`config.mk`:
```
export PLATFORM = sky130hd
export DESIGN_NAME = packet_rolling_key_cipher_flat
export DESIGN_NICKNAME = d
export VERILOG_FILES = /design/src/hdl/prkc_pkg.sv /design/src/hdl/prkc_if.sv /design/src/hdl/packet_rolling_key_cipher.sv /design/src/flat_wrapper.sv
export SDC_FILE = /design/constraint.sdc
export NUM_CORES = 1
export LEC_CHECK = 0
export ABC_AREA = 1
export BUFFER_PORTS_ARGS = -buffer_cell sky130_fd_sc_hd__buf_2
export CAP_MARGIN = 20
export CORE_MARGIN = 2
export CORE_UTILIZATION = 55
export CTS_BUF_LIST = sky130_fd_sc_hd__clkbuf_8
export DETAILED_ROUTE_END_ITERATION = 10
export PLACE_DENSITY = 0.77
export SLEW_MARGIN = 20
export SYNTH_ARGS = -nofsm -noshare
export SYNTH_HDL_FRONTEND = slang
export SYNTH_SLANG_ARGS = --single-unit
export TNS_END_PERCENT = 50
```
`constraint.sdc`:
```
create_clock -name clk_i -period 5.5 [get_ports clk_i]
set_input_delay 0.275 -clock clk_i [delete_from_list [all_inputs] [get_ports clk_i]]
set_output_delay 0.275 -clock clk_i [all_outputs]
set_load 0.02 [all_outputs]
```
`src/hdl/prkc_pkg.sv`:
```
// ----------------------------------------------------------------------------
// Rolling-key packet cipher package
// Shared widths, limits, status codes and the result record.
// ----------------------------------------------------------------------------
package prkc_pkg;

  localparam int unsigned BYTE_W  = 8;
  localparam int unsigned INDEX_W = 12;
  localparam int unsigned POS_W   = 16;
  localparam int unsigned CFG_IDX_W = 1;

  localparam int unsigned MAX_PACKET = 4096;

  localparam logic [CFG_IDX_W-1:0] CFG_KEY1_SEED = 1'd0;
  localparam logic [CFG_IDX_W-1:0] CFG_KEY2_SEED = 1'd1;

  typedef enum logic [1:0] {
    STATUS_OK       = 2'd0,
    STATUS_MISMATCH = 2'd1,
    STATUS_OVERSIZE = 2'd2
  } status_e;

  typedef struct packed {
    logic [BYTE_W-1:0]  data;
    logic [INDEX_W-1:0] index;
    logic               last;
    status_e            status;
    logic [BYTE_W-1:0]  key1;
    logic [BYTE_W-1:0]  key2;
  } result_t;

endpackage

```
`src/hdl/prkc_if.sv`:
```
// ----------------------------------------------------------------------------
// Rolling-key packet cipher channels
// Valid/ready channels for input packet bytes and for result items.
// ----------------------------------------------------------------------------
interface prkc_in_if;
  logic       valid;
  logic       ready;
  logic [7:0] in_byte;
  logic       action;

  modport source (output valid, output in_byte, output action, input ready);
  modport sink   (input valid, input in_byte, input action, output ready);
endinterface

interface prkc_out_if;
  logic        valid;
  logic        ready;
  logic [7:0]  out_byte;
  logic [11:0] out_index;
  logic        out_last;
  logic [1:0]  status;
  logic [7:0]  key1_now;
  logic [7:0]  key2_now;

  modport source (output valid, output out_byte, output out_index, output out_last,
                  output status, output key1_now, output key2_now, input ready);
  modport sink   (input valid, input out_byte, input out_index, input out_last,
                  input status, input key1_now, input key2_now, output ready);
endinterface

```
`src/hdl/packet_rolling_key_cipher.sv`:
```
// ----------------------------------------------------------------------------
// Rolling-key packet cipher
// Encodes or decodes a packet one byte per item with two chained running keys.
// ----------------------------------------------------------------------------
// A result is written into the result queue when its input item is accepted.
// Throughput: one item per cycle; the final byte of a long packet yields two
// results, which drain from a four-entry result queue one per cycle when taken.
// Input is taken while the queue has room for two results.
// Reset clears the running keys, the chain state and the queue; the block
// then awaits the first byte of a packet.
module packet_rolling_key_cipher
  import prkc_pkg::*;
(
  input  logic                 clk_i,
  input  logic                 rst_ni,
  input  logic                 cfg_we_i,
  input  logic [CFG_IDX_W-1:0] cfg_idx_i,
  input  logic [BYTE_W-1:0]    cfg_data_i,
  prkc_in_if.sink              in_ch,
  prkc_out_if.source           out_ch
);

  localparam int unsigned DEPTH = 4;
  localparam int unsigned PTR_W = $clog2(DEPTH);
  localparam int unsigned CNT_W = $clog2(DEPTH + 1);
  localparam logic [POS_W-1:0] MaxSize = POS_W'(MAX_PACKET);

  logic [BYTE_W-1:0] k1_q, k1_d, k2_q, k2_d;
  logic [BYTE_W-1:0] cx_q, cx_d, cs_q, cs_d;
  logic [BYTE_W-1:0] low_q, low_d, chk_q, chk_d;
  logic [POS_W-1:0]  pos_q, pos_d, size_q, size_d;
  logic              dir_q, dir_d;

  result_t           fifo_q [DEPTH];
  logic [PTR_W-1:0]  wr_ptr_q, rd_ptr_q;
  logic [CNT_W-1:0]  count_q;

  logic              accept, pop;
  logic [1:0]        n_push;
  result_t           res0, res1;

  logic [BYTE_W-1:0] b, k1_new, k2_new, enc, dec, cx_new;
  logic [POS_W-1:0]  hdr_size, size_fix;
  logic              last;

  assign accept = in_ch.valid && in_ch.ready;
  assign pop    = out_ch.valid && out_ch.ready;
  assign in_ch.ready = (count_q <= CNT_W'(DEPTH - 2));
  assign b = in_ch.in_byte;

  always_comb begin
    hdr_size = {b, low_q};
    size_fix = (hdr_size < POS_W'(2)) ? POS_W'(2) : hdr_size;
    last     = ({1'b0, pos_q} + (POS_W+1)'(1)) >= {1'b0, size_q};
    k1_new   = (pos_q == '0) ? k1_q + 8'd1 : k1_q;
    k2_new   = (pos_q == '0) ? k2_q + 8'd1 : k2_q;
    cx_new   = cx_q ^ b;
    enc      = cx_new + cs_q;
    dec      = (b - cs_q) ^ cx_q;

    k1_d = k1_q; k2_d = k2_q; cx_d = cx_q; cs_d = cs_q;
    low_d = low_q; chk_d = chk_q; pos_d = pos_q; size_d = size_q; dir_d = dir_q;
    n_push = 2'd0;
    res0 = '{data: b, index: pos_q[INDEX_W-1:0], last: 1'b0, status: STATUS_OK,
             key1: k1_new, key2: k2_new};
    res1 = res0;

    if (accept) begin
      if (pos_q == '0) begin
        dir_d  = in_ch.action;
        k1_d   = k1_new;
        k2_d   = k2_new;
        low_d  = b;
        pos_d  = POS_W'(1);
        n_push = 2'd1;
      end else if (pos_q == POS_W'(1)) begin
        size_d = size_fix;
        cx_d   = k1_q;
        cs_d   = k2_q;
        chk_d  = k1_q;
        n_push = 2'd1;
        if (size_fix > MaxSize) begin
          res0.last   = 1'b1;
          res0.status = STATUS_OVERSIZE;
          pos_d       = POS_W'(2);
        end else begin
          res0.last = (size_fix == POS_W'(2));
          pos_d     = res0.last ? '0 : POS_W'(2);
        end
      end else begin
        pos_d = last ? '0 : pos_q + POS_W'(1);
        if (size_q > MaxSize) begin
          n_push = 2'd0;
        end else if (size_q <= POS_W'(3)) begin
          res0.last = last;
          n_push    = 2'd1;
        end else if (pos_q == POS_W'(2)) begin
          if (dir_q) begin
            chk_d = b - chk_q;
          end
        end else if (!dir_q) begin
          cx_d      = cx_new;
          cs_d      = cs_q + b;
          res0.data = enc;
          res1.data = b + chk_q;
          n_push    = last ? 2'd2 : 2'd1;
        end else begin
          cx_d      = cx_q ^ dec;
          cs_d      = cs_q + dec;
          res0.data = dec;
          res1.data = chk_q;
          res1.status = (chk_q == dec) ? STATUS_OK : STATUS_MISMATCH;
          n_push    = last ? 2'd2 : 2'd1;
        end
        res1.index = INDEX_W'(2);
        res1.last  = 1'b1;
      end
    end

    if (cfg_we_i) begin
      case (cfg_idx_i)
        CFG_KEY1_SEED: k1_d = cfg_data_i;
        CFG_KEY2_SEED: k2_d = cfg_data_i;
        default: begin
        end
      endcase
    end
  end

  always_ff @(posedge clk_i or negedge rst_ni) begin
    if (!rst_ni) begin
      k1_q <= '0; k2_q <= '0; cx_q <= '0; cs_q <= '0;
      low_q <= '0; chk_q <= '0; pos_q <= '0; size_q <= '0; dir_q <= 1'b0;
      wr_ptr_q <= '0; rd_ptr_q <= '0; count_q <= '0;
    end else begin
      k1_q <= k1_d; k2_q <= k2_d; cx_q <= cx_d; cs_q <= cs_d;
      low_q <= low_d; chk_q <= chk_d; pos_q <= pos_d; size_q <= size_d; dir_q <= dir_d;
      wr_ptr_q <= wr_ptr_q + PTR_W'(n_push);
      if (pop) begin
        rd_ptr_q <= rd_ptr_q + PTR_W'(1);
      end
      count_q <= count_q + CNT_W'(n_push) - CNT_W'(pop);
    end
  end

  always_ff @(posedge clk_i) begin
    if (n_push != 2'd0) begin
      fifo_q[wr_ptr_q] <= res0;
    end
    if (n_push == 2'd2) begin
      fifo_q[wr_ptr_q + PTR_W'(1)] <= res1;
    end
  end

  assign out_ch.valid     = (count_q != '0);
  assign out_ch.out_byte  = fifo_q[rd_ptr_q].data;
  assign out_ch.out_index = fifo_q[rd_ptr_q].index;
  assign out_ch.out_last  = fifo_q[rd_ptr_q].last;
  assign out_ch.status    = fifo_q[rd_ptr_q].status;
  assign out_ch.key1_now  = fifo_q[rd_ptr_q].key1;
  assign out_ch.key2_now  = fifo_q[rd_ptr_q].key2;

  a_count_bound: assert property (@(posedge clk_i) disable iff (!rst_ni)
    count_q <= CNT_W'(DEPTH))
    else $error("result queue overflow");

  a_pair_ends_packet: assert property (@(posedge clk_i) disable iff (!rst_ni)
    (n_push == 2'd2) |-> (res1.last && !res0.last && res1.index == INDEX_W'(2)))
    else $error("second result of an item does not close the packet");

  a_error_on_last: assert property (@(posedge clk_i) disable iff (!rst_ni)
    (n_push != 2'd0 && res0.status != STATUS_OK) |-> res0.last)
    else $error("error status on a result that is not last");

  a_start_advances: assert property (@(posedge clk_i) disable iff (!rst_ni)
    (accept && pos_q == '0) |=> (pos_q == POS_W'(1)))
    else $error("packet start did not advance the byte position");

endmodule

```
`src/flat_wrapper.sv`:
```
// flat-port wrapper written by rule: the top's interface ports become plain ports
module packet_rolling_key_cipher_flat import prkc_pkg::*;
  (clk_i, rst_ni, cfg_we_i, cfg_idx_i, cfg_data_i, in_ch_valid, in_ch_in_byte, in_ch_action, in_ch_ready, out_ch_valid, out_ch_out_byte, out_ch_out_index, out_ch_out_last, out_ch_status, out_ch_key1_now, out_ch_key2_now, out_ch_ready);
  prkc_in_if in_ch_i ();
  prkc_out_if out_ch_i ();
  input  logic clk_i;
  input  logic rst_ni;
  input  logic cfg_we_i;
  input  logic [CFG_IDX_W-1:0] cfg_idx_i;
  input  logic [BYTE_W-1:0] cfg_data_i;
  input wire logic [$bits(in_ch_i.valid)-1:0] in_ch_valid;
  input wire logic [$bits(in_ch_i.in_byte)-1:0] in_ch_in_byte;
  input wire logic [$bits(in_ch_i.action)-1:0] in_ch_action;
  output wire logic [$bits(in_ch_i.ready)-1:0] in_ch_ready;
  output wire logic [$bits(out_ch_i.valid)-1:0] out_ch_valid;
  output wire logic [$bits(out_ch_i.out_byte)-1:0] out_ch_out_byte;
  output wire logic [$bits(out_ch_i.out_index)-1:0] out_ch_out_index;
  output wire logic [$bits(out_ch_i.out_last)-1:0] out_ch_out_last;
  output wire logic [$bits(out_ch_i.status)-1:0] out_ch_status;
  output wire logic [$bits(out_ch_i.key1_now)-1:0] out_ch_key1_now;
  output wire logic [$bits(out_ch_i.key2_now)-1:0] out_ch_key2_now;
  input wire logic [$bits(out_ch_i.ready)-1:0] out_ch_ready;
  assign in_ch_i.valid = in_ch_valid;
  assign in_ch_i.in_byte = in_ch_in_byte;
  assign in_ch_i.action = in_ch_action;
  assign in_ch_ready = in_ch_i.ready;
  assign out_ch_valid = out_ch_i.valid;
  assign out_ch_out_byte = out_ch_i.out_byte;
  assign out_ch_out_index = out_ch_i.out_index;
  assign out_ch_out_last = out_ch_i.out_last;
  assign out_ch_status = out_ch_i.status;
  assign out_ch_key1_now = out_ch_i.key1_now;
  assign out_ch_key2_now = out_ch_i.key2_now;
  assign out_ch_i.ready = out_ch_ready;
  packet_rolling_key_cipher u_core (.clk_i(clk_i), .rst_ni(rst_ni), .cfg_we_i(cfg_we_i), .cfg_idx_i(cfg_idx_i), .cfg_data_i(cfg_data_i), .in_ch(in_ch_i), .out_ch(out_ch_i));
endmodule
```
Yosys cells after proc, flatten, opt, wreduce, memory -nomap -nowiden
Memory sizes are Yosys's and may differ from the RTL's.
Index checks and enable logic that the tools add are counted.

storage, ports and cells
  flip-flop bits (word level) = 88
  memory bits (writable) = 156
  input port bits = 23
  output and inout port bits = 41
  memories kept = 1

cells by class
  add/subtract/negate cells = 15
  $lt $le $gt $ge = 6
  equal/unequal tests = 8
  multiplexer cells = 69
  bitwise gates (word level) = 4
  reduce and logical (&&, ||, !) cells = 11

memories
  memory         words  bits a word  rd ports  clocked after Yosys merged registers in  wr ports  RTL line                         RTL
  u_core.fifo_q  4      39           1         0                                        2         packet_rolling_key_cipher.sv:34  result_t fifo_q [DEPTH];

operators by type and width
  operator                                                         number
  2-to-1 mux 8 bit                                                 36
  2-to-1 mux 16 bit                                                5
  2-to-1 mux 23 bit                                                3
  adder 8 bit                                                      4
  equality test 16 x 2 -> 1 bit, second input constant             2
  > comparator 16 x 13 -> 1 bit, second input constant             2
  2-to-1 mux 2 bit                                                 14
  XOR 8 bit                                                        3
  adder 16 x 1 -> 17 bit, second input constant                    1
  >= comparator 17 x 16 -> 1 bit                                   1
  adder 16 x 1 -> 16 bit, second input constant                    1
  adder 8 x 1 -> 8 bit, second input constant                      2
  equality test 16 x 1 -> 1 bit, second input constant             1
  less-or-equal comparator 16 x 2 -> 1 bit, second input constant  1
  logical NOT 16 bit                                               1
  < comparator 16 x 2 -> 1 bit, second input constant              1
  subtractor 8 bit                                                 2
  2-to-1 mux 1 bit                                                 9
  equality test 8 bit                                              1
  2-to-1 mux 3 bit                                                 2
  != test 2 x 1 -> 1 bit, second input constant                    3
  AND reduction 6 bit                                              1
  nonzero test 2 bit                                               3
  AND reduction 5 bit                                              1
  11 further kinds                                                 13

Logic depth before layout (Yosys ltp)
  depth in word-level cells = 12
  depth in mapped cells = 29

Worst setup path before layout
No wires, ideal clock.

  path type = reg-to-reg
  start = reg u_core.pos_q[0]
  end = mem u_core.fifo_q[1][0] in the netlist's numbering, enable pin
  library setup time = 0.396 ns
  arrival time = 3.706 ns
  data required time = 5.104 ns
  slack = 1.398 ns
  cell stages (with the launch flop) = 24
  buffers on the path = 2
  path through = dfrtp_1 > ha_1 > nand2_1 > nor2_2 > nand2_1 > nor2_2 > nand3_1 > nor4_1 > xor2_1 > inv_1 > ha_1 > nand2_1 > nor2_1 > a31oi_1 > nand2_1 > inv_1 > nand3_1 > nand2_1 > nand2_1 > nand2_4 > buf_12 > nand2_8 > buf_6 > nand2_1

RTL lines
  item                      RTL line                          RTL
  start: declaration        packet_rolling_key_cipher.sv:31   logic [POS_W-1:0] pos_q, pos_d, size_q, size_d;
  start signal: assignment  packet_rolling_key_cipher.sv:137  low_q <= low_d; chk_q <= chk_d; pos_q <= pos_d; size_q <= size_d; dir_q <= dir_d;
  end: declaration          packet_rolling_key_cipher.sv:34

==> impl_metrics.ini <==
[run_status]
status = finished clean

[critical_path]
critical_path_class = reg -> reg
timing.reg2reg.setup_slack_ns = 1.03
cp_num_buf_inv = 3
cell_breakdown_of_the_critical_path = ha_1, nand2_1, nor2_2, nand2_1, nor2_2, nand3_1, nor4_1, xor2_1, inv_1, ha_1, nand2_1, nor2_1, a31oi_1, nand2_1, inv_1, nand3_1, nand2_1, nand2_1, nand2_4, nand2_2, nand2_1, buf_4
crit_path_max_fanout = 36
critical_path.reg2reg.startpoint = u_core.pos_q[0]$_DFFE_PN0P_
crit_path_end_kind = flop
path_common_cell = nand2_1
critical_path.top_delay_family = simple AND/OR/NAND/NOR gates
critPathArrivalTime_ns = 4.68
slowest_delay_ns = 0.47
reg_to_reg_critical_path_endpoint = u_core.fifo_q[3][26]$_DFFE_PP_
worst_ep_required_time_ns = 5.71
critPathSlowestCell = nand2_2
worst_setup_path_start_kind = flop
ff2ff_path_depth = 22

[final_layout]
layout.cells.most_common = nand2_1
final_util = 0.612
fin_area_um2 = 15900
mostFrequentLayoutCells = nand2_1, nor2_1, inv_1, o21ai_0, edfxtp_1
layout.cells.non_filler = 2119
drive_gt1_frac = 0.113
antennaDiodeCount = 0
fin_nets = 1843
fillers = 2262
area_growth_pct = 9.99

[yosys]
yosysTopAreaCell = edfxtp_1
cell_count_after_synthesis = 1687
synth_async_sr_flop_share = 0.361
cell_area_after_synthesis_um2 = 14400
ys_warns = 0
synth.yosys.seq_area_share = 0.475
avgSynthCellArea_um2 = 8.55
synth.lib_cells_used.distinct = 53
synth_seq_cells = 244
synth_flop_cell = edfxtp_1
synth_top_cells_by_area = edfxtp_1, dfrtp_1, nand2_1, o21ai_0, nor2_1
synthDominantCellAreaShare = 0.317
synth-edff-count = 152
synth_nets = 1777

[floorplanning]
io_pins = 64
chipWidth_um = 166
core_area_um2 = 25900
floorplan.die_area_um2 = 27500
initial_core_util = 0.556
floorplan.die.height_um = 166
num_rows = 59

[clock_network]
post-cts-setup-buffers = 0
clkTransAtPathRegs_ns = 0.06
clock_sink_count = 244
root_cell_of_the_clock_tree = clkbuf_8
cts-root-to-sink-buffers = 3
ctsHtreeMaxLevel = 2
tritoncts = done
clock_latency_reported_for_the_late_side_of_the_worst_skew_pair_ns = 0.55
cts-buffers-inserted = 41

[hold_path]
timing.hold.worst.class = in -> reg
hold_path_depth = 3
hp-start = cfg_data_i[1]
timing.hold.worst_endpoint = u_core.k1_q[1]$_DFF_PN0_

[routing]
num_vias = 12300
detailedRoute.firstIterationViolations = 1112
routedWlPerCell_um = 18.0
via_to_cell_ratio = 5.81
ant_nets = 0
drc_errors = 0
route.final.wire_length_um = 38200
detailedRoute.firstPassIterationCount = 6

[timing]
fin_crit_ns = 4.47
max-slew-margin-rel = 0.449
tightestPinTransition_ns = 0.825
hold_viol_final = 0
rsz0062_at_grt = false
maxSlewViolCount = 0
achievable_frequency_mhz = 224
post-route-period-util = 0.812
setup_tns_ns = 0
report.final.setup_viol = 0
fin_skew_ns = 0.0222

[global_routing]
global_route.overflow_total = 0
grt_antenna_before_repair = 0
vias_in_the_first_global_route = 12200
grt_pass1_wl_um = 62100
maximum_number_of_pins_on_one_net_before_global_route_repair = 82
track_usage = 0.278

[power_and_ir_drop]
power.ir.vdd_worst_mv = 0.559
power-per-cell-area_nw_per_um2 = 647
cellLeakagePower_nw = 6.97
finalPower_mw = 10.3

[placement]
gp_congestion = 0.937
place.port_buffers = 63
hpwl_um = 27000
postPlaceCellArea_um2 = 15000
dp_cell_count = 2036

[flow_run]
cap_viol_max_count = 0
[per-stage QoR]
| stage | hold WS (ns) | worst slack, ns |
|---|---|---|
| 6_report | 0.0431 | 1.03 |
| 5_1_grt | 0.0277 | 0.664 |
| 4_1_cts | 0.0190 | 1.09 |
| 3_5_place_dp | 0.274 | 1.11 |
| 3_3_place_gp | 0.268 | 1.25 |
| 2_1_floorplan | -0.0206 | 1.40 |
[routing by layer]
layer	share of wire	up-vias	wire length, um	global-route usage
li1	-	5867	-	-
met1	0.42	5845	16100	0.376
met2	0.47	515	18000	0.465
met3	0.081	88	3110	0.0400
met4	0.028	0	1090	0.0941
met5	0	-	0	0
[power breakdown]
| part | switching [mW] | internal [mW] |
|---|---|---|
| logic | 4.04 | 1.81 |
| registers | 0.337 | 2.49 |
| clock network | 0.742 | 0.840 |
| total | 5.12 | 5.14 |
[tightest hold or removal path, cell delays in order]
cell and delay [ns]:
buf_2 0.12, nor2_1 0.10, nor2_1 0.06
[what timing repair did]
action	in CTS	in global routing
hold endpoints to repair	44	0
gates resized for setup	0	0
hold buffers	9	0
[final cells by class]
class                      count  area, um2  share of cell area
multi-input combinational   1176       6500               0.410
sequential                   244       6850               0.432
timing repair buffer          94        573              0.0361
tap                          335        419              0.0264
clock buffer                  41        564              0.0356
inverter                     196        739              0.0466
clock inverter                33        219              0.0138
[how the worst max path moves through the flow]
stage | startpoint | to | cells past startpoint
after global routing | u_core.pos_q[0]$_DFFE_PN0P_ | u_core.fifo_q[3][25]$_DFFE_PP_ | 26
after detailed placement | u_core.pos_q[0]$_DFFE_PN0P_ | u_core.fifo_q[3][29]$_DFFE_PP_ | 22
final | u_core.pos_q[0]$_DFFE_PN0P_ | u_core.fifo_q[3][26]$_DFFE_PP_ | 22
after CTS | u_core.pos_q[0]$_DFFE_PN0P_ | u_core.fifo_q[3][14]$_DFFE_PP_ | 22
after floorplan | u_core.pos_q[0]$_DFFE_PN0P_ | u_core.fifo_q[1][0]$_DFFE_PP_ | 23
after global placement | u_core.pos_q[0]$_DFFE_PN0P_ | u_core.fifo_q[3][24]$_DFFE_PP_ | 22
[logic make-up (layout without fill, tap and decap cells)]
family,after synthesis,after routing,share of synthesized area
flip-flops,244,244,0.475
AO/OA/AOI/OAI,413,413,0.159
XOR/XNOR,64,64,0.0398
buffers and inverters,267,364,0.0746
AND/OR/NAND/NOR,631,631,0.190
multiplexers,1,1,0.000781
adder cells (fa/ha/maj),67,67,0.0613
[Yosys cell counts (all sizes together) (2+ instances only)]
library cell  instances
xnor2                13
xor2                 50
a21boi                2
fa                    6
o211ai               15
nand2               292
edfxtp              152
clkinv                2
a31oi                18
or2                   6
o21ai               190
nand4                23
buf                  28
nand3                83
o22ai                52
clkbuf               43
inv                 194
a22oi                 4
ha                   61
nor4                  4
dfrtp                88
a21oi               125
dfxtp                 4
o32ai                 2
nor3                  9
nor2                212
[registers in the layout, summed over array words and instances, names as in the netlist, 2 cells and up]
register         cells
u_core.chk_q         8
u_core.count_q       3
u_core.cs_q          8
u_core.cx_q          8
u_core.fifo_q      156
u_core.k1_q          8
u_core.k2_q          8
u_core.low_q         8
u_core.pos_q        16
u_core.rd_ptr_q      2
u_core.size_q       16
u_core.wr_ptr_q      2
(Power assumes the default switching activity.)
